### src/rtl/u2l_pkg.sv
package u2l_pkg;

  // decoder mode codes
  typedef enum logic [2:0] {
    MODE_IDLE    = 3'd0,
    MODE_TWO_2   = 3'd1,
    MODE_THREE_2 = 3'd2,
    MODE_THREE_3 = 3'd3,
    MODE_SKIP    = 3'd4
  } mode_e;

  // byte class boundaries
  localparam logic [7:0] CONT_BASE  = 8'h80;
  localparam logic [7:0] TWO_BASE   = 8'hC0;
  localparam logic [7:0] THREE_BASE = 8'hE0;
  localparam logic [7:0] FOUR_BASE  = 8'hF0;
  localparam logic [7:0] LATIN_LIMIT = 8'hC4;
  localparam logic [7:0] LEAD_MASK  = 8'h03;
  localparam logic [7:0] CONT_MASK  = 8'h3F;

  // escaped characters
  localparam logic [7:0] CHAR_BSLASH = 8'h5C;
  localparam logic [7:0] CHAR_DQUOTE = 8'h22;

  // decoded result of one input byte
  typedef struct packed {
    logic       emit;
    logic       esc;
    logic [7:0] data;
  } result_t;

endpackage

### src/rtl/u2l_in_if.sv
interface u2l_in_if;
  logic       valid;
  logic       ready;
  logic [7:0] in_byte;
  logic       chunk_end;

  modport source (output valid, output in_byte, output chunk_end, input ready);
  modport sink   (input valid, input in_byte, input chunk_end, output ready);
endinterface

### src/rtl/u2l_out_if.sv
interface u2l_out_if;
  logic       valid;
  logic       ready;
  logic [7:0] out_byte;
  logic       last_of_run;

  modport source (output valid, output out_byte, output last_of_run, input ready);
  modport sink   (input valid, input out_byte, input last_of_run, output ready);
endinterface

### src/rtl/utf8_to_latin1_escaper_core.sv
// UTF-8 to Latin-1 converter with backslash escapes. Each input byte is
// decoded in the cycle it is accepted, so one byte is taken per cycle; a
// backslash or double quote yields two output bytes (a backslash prefix,
// then the character) and occupies the output register until both are taken,
// which, apart from the receiver holding off, is the only thing that slows
// the input below one byte a cycle.
// Results pass through a one-entry holding stage and the output register,
// so a result may wait on the output while the next byte is accepted.
// last_of_run marks the final output byte caused by an input byte. Bytes
// that decode to nothing (continuations, dropped sequences) give no output.
module utf8_to_latin1_escaper_core (
  input  logic clk_i,
  input  logic rst_ni,
  u2l_in_if.sink    in_i,
  u2l_out_if.source out_o
);

  u2l_pkg::mode_e   mode_q, mode_d;
  logic [7:0]       lead_q, lead_d;
  u2l_pkg::result_t res;

  logic             in_fire;
  logic             out_fire;
  logic             cont;
  logic [7:0]       b;

  logic             s1_valid_q;
  logic             s1_esc_q;
  logic [7:0]       s1_byte_q;
  logic             s1_move;

  logic             out_valid_q;
  logic             out_esc_q;
  logic [7:0]       out_byte_q;

  assign b        = in_i.in_byte;
  assign cont     = b[7];
  assign out_fire = out_valid_q && out_o.ready;
  assign s1_move  = s1_valid_q && (!out_valid_q || (out_fire && !out_esc_q));
  assign in_i.ready = !s1_valid_q || s1_move;
  assign in_fire  = in_i.valid && in_i.ready;

  // next mode and held lead
  always_comb begin
    mode_d = mode_q;
    lead_d = lead_q;
    if (in_fire) begin
      if (mode_q != u2l_pkg::MODE_IDLE && cont) begin
        unique case (mode_q)
          u2l_pkg::MODE_THREE_2: mode_d = u2l_pkg::MODE_THREE_3;
          u2l_pkg::MODE_SKIP:    mode_d = u2l_pkg::MODE_SKIP;
          default:               mode_d = u2l_pkg::MODE_IDLE;
        endcase
      end else begin
        // fresh byte
        if (b < u2l_pkg::TWO_BASE) begin
          mode_d = u2l_pkg::MODE_IDLE;
        end else if (b < u2l_pkg::THREE_BASE) begin
          lead_d = b;
          mode_d = u2l_pkg::MODE_TWO_2;
        end else if (b < u2l_pkg::FOUR_BASE) begin
          mode_d = u2l_pkg::MODE_THREE_2;
        end else begin
          mode_d = u2l_pkg::MODE_SKIP;
        end
      end
      if (in_i.chunk_end) begin
        mode_d = u2l_pkg::MODE_IDLE;
      end
    end
  end

  // result of the byte being accepted
  always_comb begin
    res = '0;
    if (mode_q != u2l_pkg::MODE_IDLE && cont) begin
      if (mode_q == u2l_pkg::MODE_TWO_2 && lead_q < u2l_pkg::LATIN_LIMIT) begin
        res.emit = 1'b1;
        res.data = {lead_q[1:0], b[5:0]};
      end
    end else if (b < u2l_pkg::CONT_BASE) begin
      res.emit = 1'b1;
      res.esc  = (b == u2l_pkg::CHAR_BSLASH) || (b == u2l_pkg::CHAR_DQUOTE);
      res.data = b;
    end
  end

  // decoder state
  always_ff @(posedge clk_i or negedge rst_ni) begin
    if (!rst_ni) begin
      mode_q <= u2l_pkg::MODE_IDLE;
      lead_q <= '0;
    end else begin
      mode_q <= mode_d;
      lead_q <= lead_d;
    end
  end

  // holding stage
  always_ff @(posedge clk_i or negedge rst_ni) begin
    if (!rst_ni) begin
      s1_valid_q <= 1'b0;
    end else if (in_i.ready) begin
      s1_valid_q <= in_fire && res.emit;
    end
  end

  always_ff @(posedge clk_i) begin
    if (in_fire && res.emit) begin
      s1_esc_q  <= res.esc;
      s1_byte_q <= res.data;
    end
  end

  // output register, escape prefix goes out first
  always_ff @(posedge clk_i or negedge rst_ni) begin
    if (!rst_ni) begin
      out_valid_q <= 1'b0;
      out_esc_q   <= 1'b0;
    end else if (out_fire && out_esc_q) begin
      out_esc_q <= 1'b0;
    end else if (!out_valid_q || out_fire) begin
      out_valid_q <= s1_valid_q;
      out_esc_q   <= s1_valid_q && s1_esc_q;
    end
  end

  always_ff @(posedge clk_i) begin
    if (s1_move) begin
      out_byte_q <= s1_byte_q;
    end
  end

  assign out_o.valid       = out_valid_q;
  assign out_o.out_byte    = out_esc_q ? u2l_pkg::CHAR_BSLASH : out_byte_q;
  assign out_o.last_of_run = !out_esc_q;

endmodule

### src/flat_wrapper.sv
// flat-port wrapper written by rule: the top's interface ports become plain ports
module utf8_to_latin1_escaper_core_flat 
  (clk_i, rst_ni, in_i_valid, in_i_in_byte, in_i_chunk_end, in_i_ready, out_o_valid, out_o_out_byte, out_o_last_of_run, out_o_ready);
  u2l_in_if in_i_i ();
  u2l_out_if out_o_i ();
  input  logic clk_i;
  input  logic rst_ni;
  input wire logic [$bits(in_i_i.valid)-1:0] in_i_valid;
  input wire logic [$bits(in_i_i.in_byte)-1:0] in_i_in_byte;
  input wire logic [$bits(in_i_i.chunk_end)-1:0] in_i_chunk_end;
  output wire logic [$bits(in_i_i.ready)-1:0] in_i_ready;
  output wire logic [$bits(out_o_i.valid)-1:0] out_o_valid;
  output wire logic [$bits(out_o_i.out_byte)-1:0] out_o_out_byte;
  output wire logic [$bits(out_o_i.last_of_run)-1:0] out_o_last_of_run;
  input wire logic [$bits(out_o_i.ready)-1:0] out_o_ready;
  assign in_i_i.valid = in_i_valid;
  assign in_i_i.in_byte = in_i_in_byte;
  assign in_i_i.chunk_end = in_i_chunk_end;
  assign in_i_ready = in_i_i.ready;
  assign out_o_valid = out_o_i.valid;
  assign out_o_out_byte = out_o_i.out_byte;
  assign out_o_last_of_run = out_o_i.last_of_run;
  assign out_o_i.ready = out_o_ready;
  utf8_to_latin1_escaper_core u_core (.clk_i(clk_i), .rst_ni(rst_ni), .in_i(in_i_i), .out_o(out_o_i));
endmodule
### config.mk
export PLATFORM = sky130hd
export DESIGN_NAME = utf8_to_latin1_escaper_core_flat
export DESIGN_NICKNAME = d
export VERILOG_FILES = /design/src/rtl/u2l_pkg.sv /design/src/rtl/u2l_in_if.sv /design/src/rtl/u2l_out_if.sv /design/src/rtl/utf8_to_latin1_escaper_core.sv /design/src/flat_wrapper.sv
export SDC_FILE = /design/constraint.sdc
export NUM_CORES = 1
export LEC_CHECK = 0
export BUFFER_PORTS_ARGS = -buffer_cell sky130_fd_sc_hd__buf_2
export CAP_MARGIN = 20
export CORE_MARGIN = 2
export CORE_UTILIZATION = 57
export DETAILED_ROUTE_END_ITERATION = 7
export GPL_TIMING_DRIVEN = 0
export HOLD_SLACK_MARGIN = 0.12
export PLACE_DENSITY = 0.81
export SYNTH_ARGS = -nofsm -noshare
export SYNTH_HDL_FRONTEND = slang
export SYNTH_SLANG_ARGS = --single-unit
### constraint.sdc
create_clock -name clk_i -period 4.7 [get_ports clk_i]
set_input_delay 0.235 -clock clk_i [delete_from_list [all_inputs] [get_ports clk_i]]
set_output_delay 0.235 -clock clk_i [all_outputs]
set_load 0.02 [all_outputs]
# [After elaboration in Yosys (flattened, before gate mapping)]
# Index checks and enable logic that the tools add are counted.
[word_totals] mem_count=0 register_bits=31 in_bits=13 latch_bits=0 rom_bits=0 wordCells=57 mem_bits_rw=0
[op_classes] div_mod_pow=0 order_cmp=5 multipliers=0 n_bitwise=4 add_sub_neg=0 eq_ne=5 reduce_logical=21 mux=14 shift=0
[ops] op="8-bit less-than comparator (second input constant)" count=5
[ops] op="8-bit 2-to-1 mux" count=3
[ops] op="3-bit 2-to-1 mux" count=5
[ops] op="10-bit 2-to-1 mux" count=1
[ops] op="1-bit logical AND" count=9
[ops] op="8-bit by 6-bit == test with 1-bit output (second input constant)" count=1
[ops] op="8-bit by 7-bit == test with 1-bit output (second input constant)" count=1
[ops] op="3-bit case mux with 2 select lines" count=1
[ops] op="1-bit logical OR" count=4
[ops] op="1-bit 2-to-1 mux" count=4
[ops] op="1-bit inverter" count=4
[ops] op="4-bit AND reduction" count=1
[ops] op="3-bit by 1-bit == test with 1-bit output (second input constant)" count=1
[ops] op="3-bit by 2-bit == test with 1-bit output (second input constant)" count=1
[ops] op="3-bit == test (second input constant)" count=1
[ops] op="1-bit logical NOT" count=3
[ops] op="3-bit nonzero test" count=1
[ops] op="2-bit AND reduction" count=1
[ops] op="2-bit nonzero test" count=1
[ops] op="2-bit OR reduction" count=1

# [Logic depth before layout (Yosys ltp)]
# Gate-level depths: netlist (run 1).
[logic_depth] word_depth=7 ltp_mapped=5

# [Least setup slack after synthesis (run 1)]
# OpenSTA, ideal clock, no wires.
[synth_timing] kind="reg2reg" from="register u_core.lead_q[4]" to="register u_core.s1_byte_q[0], enable pin" t_arrival_ns=1.355 setup_ns=0.378 slack_ns=2.967 path_stages_with_launch=4 period_less_slack_ns=1.733 path_cell_list="dfrtp_1 -> nor4_1 -> o2111ai_1 -> a21oi_1"
[synth_between] elab_chain_cells=5
[synth_lines] item="start, declared" line_no="utf8_to_latin1_escaper_core.sv:19" text="logic [7:0] lead_q, lead_d;"
[synth_lines] item="start signal, assigned" line_no="utf8_to_latin1_escaper_core.sv:95" text="lead_q <= lead_d;"
[synth_lines] item="8-bit less-than comparator" line_no="utf8_to_latin1_escaper_core.sv:77" text="if (mode_q == u2l_pkg::MODE_TWO_2 && lead_q < u2l_pkg::LATIN_LIMIT) begin"
[synth_lines] item="1-bit logical AND" line_no="utf8_to_latin1_escaper_core.sv:77"
[synth_lines] item="1-bit 2-to-1 mux" line_no="utf8_to_latin1_escaper_core.sv:77"
[synth_lines] item="1-bit 2-to-1 mux" line_no="utf8_to_latin1_escaper_core.sv:76" text="if (mode_q != u2l_pkg::MODE_IDLE && cont) begin"
[synth_lines] item="1-bit logical AND" line_no="utf8_to_latin1_escaper_core.sv:109" text="if (in_fire && res.emit) begin"
[synth_lines] item="end signal, assigned" line_no="utf8_to_latin1_escaper_core.sv:111" text="s1_byte_q <= res.data;"
[synth_lines] item="end, declared" line_no="utf8_to_latin1_escaper_core.sv:29" text="logic [7:0] s1_byte_q;"
# No other way between the ends.
# A chain may end at the register's enable or synchronous reset.

# [Final worst setup path (run 1)]
# Same ends and word-level chain as after synthesis.

==> summary.md, run 1 <==
The die is 52.1 um tall. After synthesis, the largest area contributor takes up 38.7% of total cell area. The number of cells upsized or downsized after cts is 0, and the half-perimeter wire length of the detailed placement result is 1.56 mm. The final critical-path share of the clock period is 43.6%, and the number of max-cap violations is 0. The critical path capture point type was a flip-flop. Post-route non-filler standard cell count: 158.

After synthesis, the cell types taking the most area are sky130_fd_sc_hd__edfxtp_1 39%, sky130_fd_sc_hd__dfrtp_1 27%, sky130_fd_sc_hd__mux2_4 5.7%, sky130_fd_sc_hd__and2_1 3.3%, sky130_fd_sc_hd__nor2b_1 3.3%. The tree is rooted in a sky130_fd_sc_hd__clkbuf_4. The run gives 4.66 ns as the required time reported for the critical path endpoint. The run finished with clean final reports.

The number of detailed-route iterations in the first pass is 5, and the average size of a mapped cell is 13.6 sq um. The maximum number of pins on one net before global-route repair is 15, and the number of nets with antenna violations after routing is 0. The minimum clock period after layout works out to 2.05 ns. For this design the static power due to leakage is 0.663 nW.

The total length of routed wires was 2.17 mm; the detailed-routed wire length on met3 was 125 um. The measured slew at the worst slew-check pin is 0.822 ns, and the fraction of the yosys area taken by sequential cells is 65.2%. Summing internal, switching and leakage power gives 0.646 mW.

The routed layout has 850 vias. STA puts the critical path data arrival time at 2.01 ns. Including well taps, the total number of placed cells is 148.

TritonCTS built the clock tree. After detailed routing, the number of vias per cell comes to 5.38. The commonest cells after synthesis are 17 x sky130_fd_sc_hd__edfxtp_1, 14 x sky130_fd_sc_hd__dfrtp_1, 7 x sky130_fd_sc_hd__and2_1, 7 x sky130_fd_sc_hd__nor2b_1, 6 x sky130_fd_sc_hd__or2_2. For the aggregate global routing overflow, the log shows 0. The largest buffer count on any clock path is 2, and the register clock-pin slew on the reported worst setup and hold paths is 0.09 ns. The relative area change from synthesis to final layout works out to 18.7%. In this run the worst path has a maximum fanout of 9.

The number of flops mapped to enable cells by yosys was 17; the count of pins over their slew limit was 0. The met2 wire length is 1.15 mm, and the total DRC errors in the routed layout is 0. The initial antenna violation count is 0. Summing all placed instances gives a cell area of 1470 sq um. The number of core rows was 17. Cell type with the largest total area after synthesis: sky130_fd_sc_hd__edfxtp_1. During I/O placement, the number of pins put on the boundary was 24. For the post-synthesis instance area, the log shows 1320 sq um.

For the area of the die, the log shows 2720 sq um. From left edge to right edge, the die measures 52.1 um. The worst setup path is of the flip-flop to flip-flop kind. Measured against its own limit, the worst slew margin works out to 45.2%. Highest layer used for signal routing: met4. The number of antenna diodes in the final layout is 0. The power per cell area was 412 nW/um^2; the final hold violation count was 0. The net count after synthesis was 110. On the final layout, the worst clock skew is 0.00368 ns. Routability-driven placement finished with a final weighted congestion of 0.740. Most common cell in the netlist: sky130_fd_sc_hd__edfxtp_1.

Setup violations remaining at the end of the flow were counted as 0. Measured on the finished design, the core utilization comes to 71.5%. The tools report the total negative setup slack as 0 ns. The worst setup path is launched from a flip-flop. The H-tree was split into 2 levels. Cells with a size suffix above 1 make up 35.4% of the layout. The run gives 19.5% as the total global-route track usage. Summing all non-filler instances in the final layout gives an area of 1570 sq um. Static timing analysis puts the maximum clock frequency at 488 MHz.

The run gives 0.312 mV as the worst ir drop on vdd. Setup repair after global routing left no endpoint under its margin. The global-route wire length before repair was 3.60 mm; the first-iteration detailed-routing DRC count was 28. The min-delay analysis places its worst path in the category input port to flip-flop. The routed length per placed instance came out at 13.8 um. The insertion delay to the later sink of the worst-skew pair was 0.33 ns. The logs give 832 for the number of global-route vias before repair and 142 for the post-layout net count.

In the synthesized netlist the async set-or-reset flop fraction comes to 45.2%. The met1 wire length was 826 um. The most used flip-flop cell after synthesis is sky130_fd_sc_hd__edfxtp_1. The number of instances in the synthesized netlist is 97.

The count of warnings emitted by yosys is 0, and the initial standard-cell utilization of the core is 60.3%. The number of input and output port buffers inserted works out to 23. The synthesized design contains 31 register bits. The floorplan step defined a core boundary enclosing 2190 sq um.

The netlist uses 30 different library cells. The tools report the clock buffer count from CTS as 5. The clock net in this run drives a total of 31 sinks.
[cells in the final DEF, fill, tap and decap left out, drive strengths merged, types with 2 or more instances in the layout]
cell         synthesis  final
dlygate4sd3          0      2
buf                  1     24
or3                  2      2
or2                  6      6
nor2b                7      7
nor2                 4      4
dfrtp               14     14
nand2                5      5
nand2b               4      4
and2                 7      7
a31oi                2      2
edfxtp              17     17
clkinv               0      2
inv                  5      5
a21oi                4      4
clkbuf               1      6
mux2                 5      5
[registers in the layout, summed over array words and instances (netlist names)]
name / cells
u_core.s1_byte_q: 8
u_core.lead_q: 8
u_core.s1_esc_q: 1
u_core.mode_q: 3
u_core.out_esc_q: 1
u_core.out_byte_q: 8
u_core.out_o.valid: 1
u_core.s1_valid_q: 1
[cell type report]
type,count,area [sq um]
inverter,5,18.8
multi-input combinational,59,425
timing repair buffer,25,135
clock buffer,5,37.5
clock inverter,3,38.8
tap,28,35.0
sequential,31,861
buffer,2,15.0
fill,161,624
[what timing repair did]
item                      4_1_cts  5_1_grt
hold buffers                    2        0
buffers inserted                0        0
hold endpoints to repair       15        0
[through the flow]
stage               hold WS (ns)  worst slack (ns)
floorplan                -0.0606              2.97
global placement           0.141              2.74
detailed placement         0.146              2.65
CTS                        0.121              2.64
global route               0.128              2.46
finish                     0.138              2.65
[cell families (layout without fill, tap and decap cells)]
group                  count (synthesis)  after routing  share of synthesized area [%]
muxes                                  5              5                           5.69
AOI/OAI and AO/OA                     13             13                           8.06
DFF                                   31             31                           65.2
and+or+nand+nor                       41             41                           18.5
buffers and inverters                  7             40                           2.56
[report_power, final]
group          internal, mW  total (mW)  leakage, nW  switching [mW]
Combinational        0.0533       0.110        0.287          0.0567
Clock                 0.109       0.194       0.0426          0.0843
Sequential            0.323       0.342        0.333          0.0192
Total                 0.486       0.646        0.663           0.160
[worst paths after layout]
check | depth (start not counted) | from | to | slack, ns
hold / removal | 2 | in_i_valid | u_core.s1_valid_q | 0.14
max in group asynchronous | 2 | rst_ni | u_core.out_esc_q | 4.14
min in group asynchronous | 2 | rst_ni | u_core.mode_q[1] | 0.32
setup / recovery | 3 | u_core.lead_q[4] | u_core.s1_byte_q[0] | 2.65
setup reg to reg | 3 | u_core.lead_q[4] | u_core.s1_byte_q[0] | 2.65
hold reg to reg | 0 | u_core.s1_byte_q[3] | u_core.out_byte_q[3] | 0.42
[worst max-delay path: stages, from the launching register on]
cell,delay (ns)
sky130_fd_sc_hd__dfrtp_1,0.40
sky130_fd_sc_hd__nor4_1,0.32
sky130_fd_sc_hd__o2111ai_1,0.24
sky130_fd_sc_hd__a21oi_1,0.72
[layer usage]
metal / vias to the layer above / GRT usage [%]
li1: 413 / -
met1: 385 / 22.2
met2: 41 / 31.2
met3: 11 / 5.46
met4: 0 / 14.5
met5: - / 0
Power figures use the tool's default switching activity.
==> run 2, diff against run 1 <==
ABC_AREA = 1   (was default)
CORE_UTILIZATION = 54   (was 57)
PLACE_DENSITY = 0.77   (was 0.81)
clock period = 2.12 ns   (was 4.7 ns; I/O delays follow)
==> run 2 against run 1 <==
Against the previous run: synthesized cell count up 42%; synthesized area up 3.6%; hold slack better by 0.018 ns; global-route usage down 0.62 points; cell count up 31%; design area up 5.4%; combinational power up 130%; critical path depth up 5; critical endpoint is now u_core.s1_byte_q[5]; highest routed layer unchanged.
==> summary.md, run 2 <==
The total negative setup slack is 0 ns (unchanged), and the fraction of layout cells with a size suffix above 1 is 24.3% (-11 points). STA classifies the critical path endpoint as a flip-flop. The number of input and output port buffers inserted works out to 23 (unchanged). The minimum clock period after layout works out to 1.64 ns (-0.411 ns). The most critical setup path has its startpoint at u_core.out_esc_q. Required time reported for the critical path endpoint: 2.12 ns (-2.54 ns).

The worst slew margin relative to its limit was 78.4% (+33 points). The tools report the endpoint arrival time on the critical path as 1.63 ns (-0.38 ns). The largest registers in the layout are u_core.lead_q (8), u_core.out_byte_q (8), u_core.s1_byte_q (8).

The flow ran to the end, and the final reports show no timing, DRC or antenna violations. The total length of routed wires is 2.32 mm (+6.8%), and the final hold violation count is 0 (unchanged). The register clock-pin slew on the reported worst setup and hold paths was 0.09 ns (about the same); the worst ir drop on vdd was 0.564 mV (+81%). The count of warnings emitted by yosys is 0 (unchanged), and the area after detailed placement is 1520 sq um (+3.4%). Measured slew at the worst slew-check pin: 0.325 ns (-0.498 ns). The logs give 0.32 ns (about the same) for the insertion delay to the later sink of the worst-skew pair and 0.00600 ns (+0.00232 ns) for the maximum clock skew at final layout. The aggregate global routing overflow is 0 (unchanged), and the area inside the core boundary is 2430 sq um (+11%).

The number of fillers in the final layout was 199 (+24%); the H-tree depth reported by CTS was 2 (unchanged). From synthesis to final layout, the design area changed by 20.7%. The routed length per placed instance was 11.2 um (-19%); the final critical-path share of the clock period was 77.3% (+34 points). For the net count after synthesis, the log shows 151 (+37%).

The run gives 947 (+14%) as the number of global-route vias before repair. The path class of the tightest hold or removal check is input port to flip-flop. The tools report the number of failing setup endpoints in the final timing report as 0 (unchanged). The worst setup path is of the flip-flop to flip-flop kind.

The I/O pin total was 24 (unchanged). The nature of the critical path startpoint was a flip-flop. Leaving out fill and tap cells, the most frequent cells in the layout are 40 x sky130_fd_sc_hd__nand2_1, 24 x sky130_fd_sc_hd__buf_2, 17 x sky130_fd_sc_hd__inv_1, 17 x sky130_fd_sc_hd__edfxtp_1, 14 x sky130_fd_sc_hd__dfrtp_1. The logs give 0 (unchanged) for the post-CTS setup-driven buffer insertion count and 13 (-54%) for the first-iteration detailed-routing DRC count. The number of cells upsized or downsized after cts is 0 (unchanged). The logs give 1650 sq um (+5.4%) for the post-layout instance area and 3.82 mm (+6.1%) for the global-route wire length before repair. The tools report the upper clock frequency limit as 610 MHz (+25%).

Post-detailed-route via-to-cell ratio: 4.81 (-11%). For the number of distinct library cells after synthesis, the log shows 21 (-30%). The vertical extent of the die came out at 54.3 um (+4.2%).

The average size of a mapped cell came out at 9.91 sq um (-27%). The number of instances in the synthesized netlist came out at 138 (+42%). The stage delay of the slowest cell on the critical path came out at 0.37 ns (-0.35 ns). The area occupied by registers came out at 861 sq um (unchanged). The most common cell in the netlist is sky130_fd_sc_hd__nand2_1. The synthesized design spends more area on one cell type than any other, namely sky130_fd_sc_hd__edfxtp_1. Total global-route track usage: 18.9% (-0.62 points). The signal on the critical path passes through buf_4 -> inv_2 -> nand2_1 -> nand3_2 -> nand2_4 -> inv_4 -> nand2_1 -> inv_1.

Clock root buffer: sky130_fd_sc_hd__clkbuf_4. The run gives 56.2% (-4.0 points) as the initial standard-cell utilization of the core. The logs give 15 (unchanged) for the maximum number of pins on one net before global-route repair and 1.31 mW (+100%) for the total power consumption of the routed design. Final core area utilization: 67.8% (-3.7 points). The post-synthesis instance area is 1370 sq um (+3.6%), and the clock buffer count from CTS is 5 (unchanged). The vias after detailed routing is 995 (+17%).

The fraction of the yosys area taken by sequential cells was 62.9% (-2.3 points). The tools report the number of core rows as 18 (+1). The cell with the largest stage delay on the worst path was sky130_fd_sc_hd__dfrtp_1. The number of nets with antenna violations after routing was 0 (unchanged). After synthesis, the most frequently instantiated cells are 40 x sky130_fd_sc_hd__nand2_1, 17 x sky130_fd_sc_hd__edfxtp_1, 17 x sky130_fd_sc_hd__inv_1.

The number of detailed-route iterations in the first pass is 4 (-1). The placer's final routability congestion estimate came out at 0.786 (+6.3%). The routing usage on met1 is 20.4% (-1.8 points), and the static leakage power is 0.824 nW (+24%).

The most frequent cell on the critical path is sky130_fd_sc_hd__nand2_1. TritonCTS built the clock tree. After synthesis, the cell types taking the most area are sky130_fd_sc_hd__edfxtp_1 37%, sky130_fd_sc_hd__dfrtp_1 26%, sky130_fd_sc_hd__nand2_1 11%, sky130_fd_sc_hd__inv_1 4.7%, sky130_fd_sc_hd__nor2_1 3.0%.

The die extent in x came out at 54.3 um (+4.2%). The largest buffer count on any clock path is 2 (unchanged), and the power per cell area is 794 nW/um^2 (+93%). The run gives 5.74% (+0.28 points) as the met3 usage in global routing.

The peak fanout along the critical path works out to 10 (+1). The number of max-cap violations is 0 (unchanged). The startpoint identified for the worst hold timing path is in_i_in_byte[6]. The area of the die was 2950 sq um (+8.6%). Most used flip-flop cell after synthesis: sky130_fd_sc_hd__edfxtp_1. The number of diodes added for antenna fixing is 0 (unchanged). The layer with the highest usage after global routing was met2. The post-synthesis sequential element count is 31 (unchanged). The reg-to-reg critical path startpoint was u_core.out_esc_q. The post-layout net count was 189 (+33%); the critical path buffer and inverter count was 4 (+4). Setup repair after global routing left no endpoint under its margin.

The multi-input combinational cell area came out at 420 sq um (-1.2%). The number of buffers added to fix hold violations after cts was 8 (+6). The number of flops mapped to enable cells by yosys was 17 (unchanged); the half-perimeter wire length of the detailed placement result was 1.76 mm (+13%). The routing usage on met2 came out at 34.3% (+3.1 points). Grouping stages by cell kind, the critical path spends the most delay in buffers and inverters. The top-area cell type share of the netlist area was 37.3% (-1.3 points).

The initial antenna violation count came out at 0 (unchanged). The library cell used most frequently in the layout, excluding fill and tap cells, is sky130_fd_sc_hd__nand2_1. The share of synthesized flip-flops with an asynchronous set or reset is 45.2% (unchanged). The count of clock tree sinks is 31 (unchanged), and the post-route worst hold slack is 0.156 ns (+0.0177 ns).

The count of pins over their slew limit was 0 (unchanged); the total DRC errors in the routed layout was 0 (unchanged).
==> run 2: changes by cell type after synthesis, moves of 5 or more <==
cell,previous run,this run
sky130_fd_sc_hd__nand3_1,1,8
sky130_fd_sc_hd__nor2b_1,7,0
sky130_fd_sc_hd__nor2_1,4,11
sky130_fd_sc_hd__mux2_4,5,0
sky130_fd_sc_hd__nand2_1,5,40
sky130_fd_sc_hd__inv_1,5,17
sky130_fd_sc_hd__and2_1,7,0
==> run 2: cell families (layout without fill, tap and decap cells) <==
kind of cell	count (synthesis)	after routing	synth area share, %
and+or+nand+nor	75	75	26.0
DFF	31	31	62.9
buffers and inverters	21	60	6.31
AOI/OAI and AO/OA	11	11	4.76
==> run 2: layout make-up <==
class	count	share of cell area [%]
Clock buffer	6	2.50
Clock inverter	2	0.531
Timing Repair Buffer	31	11.8
Sequential cell	31	52.2
Inverter	19	4.47
Multi-Input combinational cell	86	25.5
Buffer	2	0.758
Tap cell	30	2.27
==> run 2: through the flow <==
stage                     worst slack (ns)  std cells
after floorplan                      0.502        138
after global placement               0.550        191
after detailed placement             0.477        191
after CTS                            0.456        207
after global routing                 0.331        207
final                                0.481        207
==> run 2: path summary, 6_finish.rpt <==
kind / depth (start not counted) / slack, ns / to
min: 3 / 0.16 / u_core.s1_byte_q[6]
max: 8 / 0.48 / u_core.s1_byte_q[5]
min in group asynchronous: 2 / 0.19 / u_core.out_esc_q
min reg2reg: 0 / 0.42 / u_core.out_byte_q[4]
max reg2reg: 8 / 0.48 / u_core.s1_byte_q[5]
max in group asynchronous: 2 / 1.68 / u_core.out_o.valid
==> run 2: report_power, final <==
| group | total (mW) | switching (mW) | leakage, nW | internal [mW] |
|---|---|---|---|---|
| logic | 0.257 | 0.162 | 0.460 | 0.0949 |
| registers | 0.745 | 0.0350 | 0.335 | 0.710 |
| clock network | 0.308 | 0.184 | 0.0297 | 0.124 |
==> run 2: layer usage <==
metal / wire length (um) / vias to the layer above
met2: 1270 / 23
met5: 0 / -
met1: 923 / 446
met3: 99 / 4
li1: - / 522
met4: 30 / 0
==> run 2: worst min-delay path, cell delays in order <==
cell,delay [ns]
sky130_fd_sc_hd__buf_2,0.11
sky130_fd_sc_hd__nand2_1,0.07
sky130_fd_sc_hd__o21ai_0,0.07
==> run 3, diff against run 2 <==
CORE_UTILIZATION = 49   (was 54)
PLACE_DENSITY = 0.74   (was 0.77)
clock period = 1.5 ns   (was 2.12 ns; I/O delays follow)
==> run 3 against run 2 <==
Against the previous run: die area rose by 9.4%; register-to-register slack got worse by 0.41 ns; largest power group unchanged; largest cell class unchanged; sequential power rose by 42%; sequential share of layout area fell by 1.6 points; critical path depth did not move; setup slack got worse by 0.41 ns; cell count rose by 2.4%; critical endpoint is now u_core.s1_byte_q[4]; design area rose by 3.3%.
==> summary.md, run 3 (same netlist as run 2, synthesis figures left out) <==
The power per cell area is 1110 nW/um^2 (+40%). The minimum clock period after layout was 1.43 ns (-0.205 ns); the routed length per placed instance was 11.5 um (+2.6%). The setup slack of the worst register-to-register path is 0.07 ns (-0.41 ns).

The worst setup path is captured at a flip-flop. The tools report the clock buffer count from CTS as 5 (unchanged). The worst slew margin relative to its limit is 77.6% (-0.76 points). The tools report the insertion delay to the later sink of the worst-skew pair as 0.34 ns (+0.02 ns). The fraction of layout cells with a size suffix above 1 works out to 26.5% (+2.2 points). Initial standard-cell utilization of the core: 50.5% (-5.8 points). The critical path starts at u_core.out_esc_q.

The vertical extent of the die came out at 56.8 um (+4.6%). For the total length of routed wires, the log shows 2.44 mm (+5.1%). The endpoint arrival time on the critical path is 1.49 ns (-0.14 ns), and the measured slew at the worst slew-check pin is 0.336 ns (+0.0114 ns). The required time reported for the critical path endpoint was 1.56 ns (-0.56 ns). The total negative setup slack is 0 ns (unchanged).

The placer's final routability congestion estimate was 0.770 (-2.1%). The total global-route track usage is 17.1% (-1.8 points). The area inside the core boundary was 2710 sq um (+11%). For the largest buffer count on any clock path, the log shows 2 (unchanged). I/O pin total: 24 (unchanged). Nature of the critical path startpoint: a flip-flop. Total DRC errors in the routed layout: 0 (unchanged).

The tools report the static leakage power as 0.835 nW (+1.3%). Area of the die: 3230 sq um (+9.4%). The run gives -0.0231 ns (-0.500 ns) as the worst slack at placement. Walking the worst path, the cells encountered are buf_4 -> inv_2 -> nand2_2 -> nand3_4 -> nand2_4 -> inv_6 -> nand2_2 -> clkinvlp_4.

The number of core rows came out at 19 (+1). The run finished with clean final reports. For the final hold violation count, the log shows 0 (unchanged).

The number of instances in the placed design is 192 (+0.52%), and the number of input and output port buffers inserted is 23 (unchanged). In this run the worst hold path is classified as input port to flip-flop. The peak fanout along the critical path was 10 (unchanged); the post-layout net count was 193 (+2.1%). The die extent in x works out to 56.8 um (+4.6%).

The run gives 15 (unchanged) as the maximum number of pins on one net before global-route repair. In the final layout, the registers with the most flip-flops are u_core.lead_q (8), u_core.out_byte_q (8), u_core.s1_byte_q (8). The number of global-route vias before repair is 1010 (+6.7%). The post-detailed-route via-to-cell ratio was 4.89 (+1.8%); the stage delay of the slowest cell on the critical path was 0.36 ns (about the same). The most frequent cell on the critical path is sky130_fd_sc_hd__nand2_2. The relative area change from synthesis to final layout came out at 24.6%. The tools report the final worst slack as 0.0667 ns (-0.415 ns). The startpoint identified for the worst register-to-register timing path is u_core.out_esc_q. The critical path is of the flip-flop to flip-flop type. The logs give 31 (unchanged) for the count of clock tree sinks and 0 (unchanged) for the aggregate global routing overflow. The number of detailed-route iterations in the first pass was 4 (unchanged). The run gives 0 (unchanged) as the number of failing setup endpoints in the final timing report.

Setup repair after global routing left no endpoint under its margin. The final critical-path share of the clock period works out to 95.6% (+18 points). Register clock-pin slew on the reported worst setup and hold paths: 0.09 ns (about the same). The root buffer cell chosen for the clock tree is sky130_fd_sc_hd__clkbuf_4. The commonest non-fill, non-tap cell in the layout is sky130_fd_sc_hd__nand2_1. Number of diodes added for antenna fixing: 0 (unchanged). The gate family responsible for the most delay along the worst path is buffers and inverters. For the total power consumption of the routed design, the log shows 1.89 mW (+44%). Critical path buffer and inverter count: 4 (unchanged).

The startpoint identified for the worst hold timing path is in_i_in_byte[5]. The run gives 212 (+2.4%) as the post-route non-filler standard cell count. On the critical path, the stage with the largest delay is an instance of sky130_fd_sc_hd__dfrtp_1. The multi-input combinational cell area is 433 sq um (+3.0%), and the final core area utilization is 62.9% (-5.0 points). The maximum clock skew at final layout is 0.00283 ns (-0.00316 ns). Half-perimeter wire length of the detailed placement result: 1.77 mm (+0.53%).

The initial antenna violation count was 0 (unchanged); the upper clock frequency limit was 698 MHz (+14%). The number of max-cap violations came out at 0 (unchanged). For the H-tree depth reported by CTS, the log shows 2 (unchanged). For the vias after detailed routing, the log shows 1037 (+4.2%). The count of pins over their slew limit came out at 0 (unchanged). Leaving out fill and tap cells, the most frequent cells in the layout are 38 x sky130_fd_sc_hd__nand2_1, 24 x sky130_fd_sc_hd__buf_2, 17 x sky130_fd_sc_hd__edfxtp_1.

The global-route wire length before repair came out at 4.13 mm (+8.0%). The area occupied by registers was 861 sq um (unchanged). The first-iteration detailed-routing DRC count is 28 (+15).

The run gives 237 (+19%) as the number of fillers in the final layout. TritonCTS built the clock tree. The worst ir drop on vdd was 0.837 mV (+48%); the number of nets with antenna violations after routing was 0 (unchanged).
run 3: per-layer routing:
layer  wire length (um)  track usage (%)
met1                984             18.4
met2               1260             29.2
met3                132             6.91
met4                 65             7.97
met5                  0                0
run 3: through the flow:
step | hold slack, ns | cell area, sq um
after global placement | -0.0158 | 1530
after detailed placement | -0.00921 | 1530
after floorplan | -0.221 | 1380
after global routing | 0.155 | 1700
after CTS | 0.123 | 1690
final | 0.134 | 1700
run 3: final cells by class:
type	instances	area share [%]
sequential	31	50.5
multi-input combinational	86	25.4
timing repair buffer	34	13.1
inverter	19	4.63
clock buffer	7	2.64
tap	31	2.28
buffer	2	0.734
timing repair inverter	1	0.441
clock inverter	1	0.294
run 3: path summary, 6_finish.rpt:
path,depth (start not counted),end
max in group asynchronous,2,u_core.out_esc_q
min in group asynchronous,2,u_core.mode_q[1]
hold reg to reg,0,u_core.out_byte_q[0]
hold / removal,3,u_core.s1_byte_q[5]
setup reg to reg,8,u_core.s1_byte_q[4]
setup / recovery,8,u_core.s1_byte_q[4]
run 3: worst min-delay path, delay by kind of cell:
family / cells / cell delay, ns
AO/OA/AOI/OAI: 1 / 0.11
buffers and inverters: 2 / 0.18
run 3: where the power goes:
part           internal (mW)  total, mW  switching [mW]
Sequential              1.00       1.06          0.0522
Clock                  0.182      0.454           0.272
Combinational          0.141      0.380           0.238
Total                   1.33       1.89           0.563
run 3: repair_timing:
item                                   in CTS  in global routing
setup endpoints to repair                   9                  9
gates resized for setup                     0                  3
cloned                                      0                  1
hold buffers                               10                  0
setup buffers                               1                  0
endpoints found under the hold margin      28                  0
pin swaps                                   1                  0
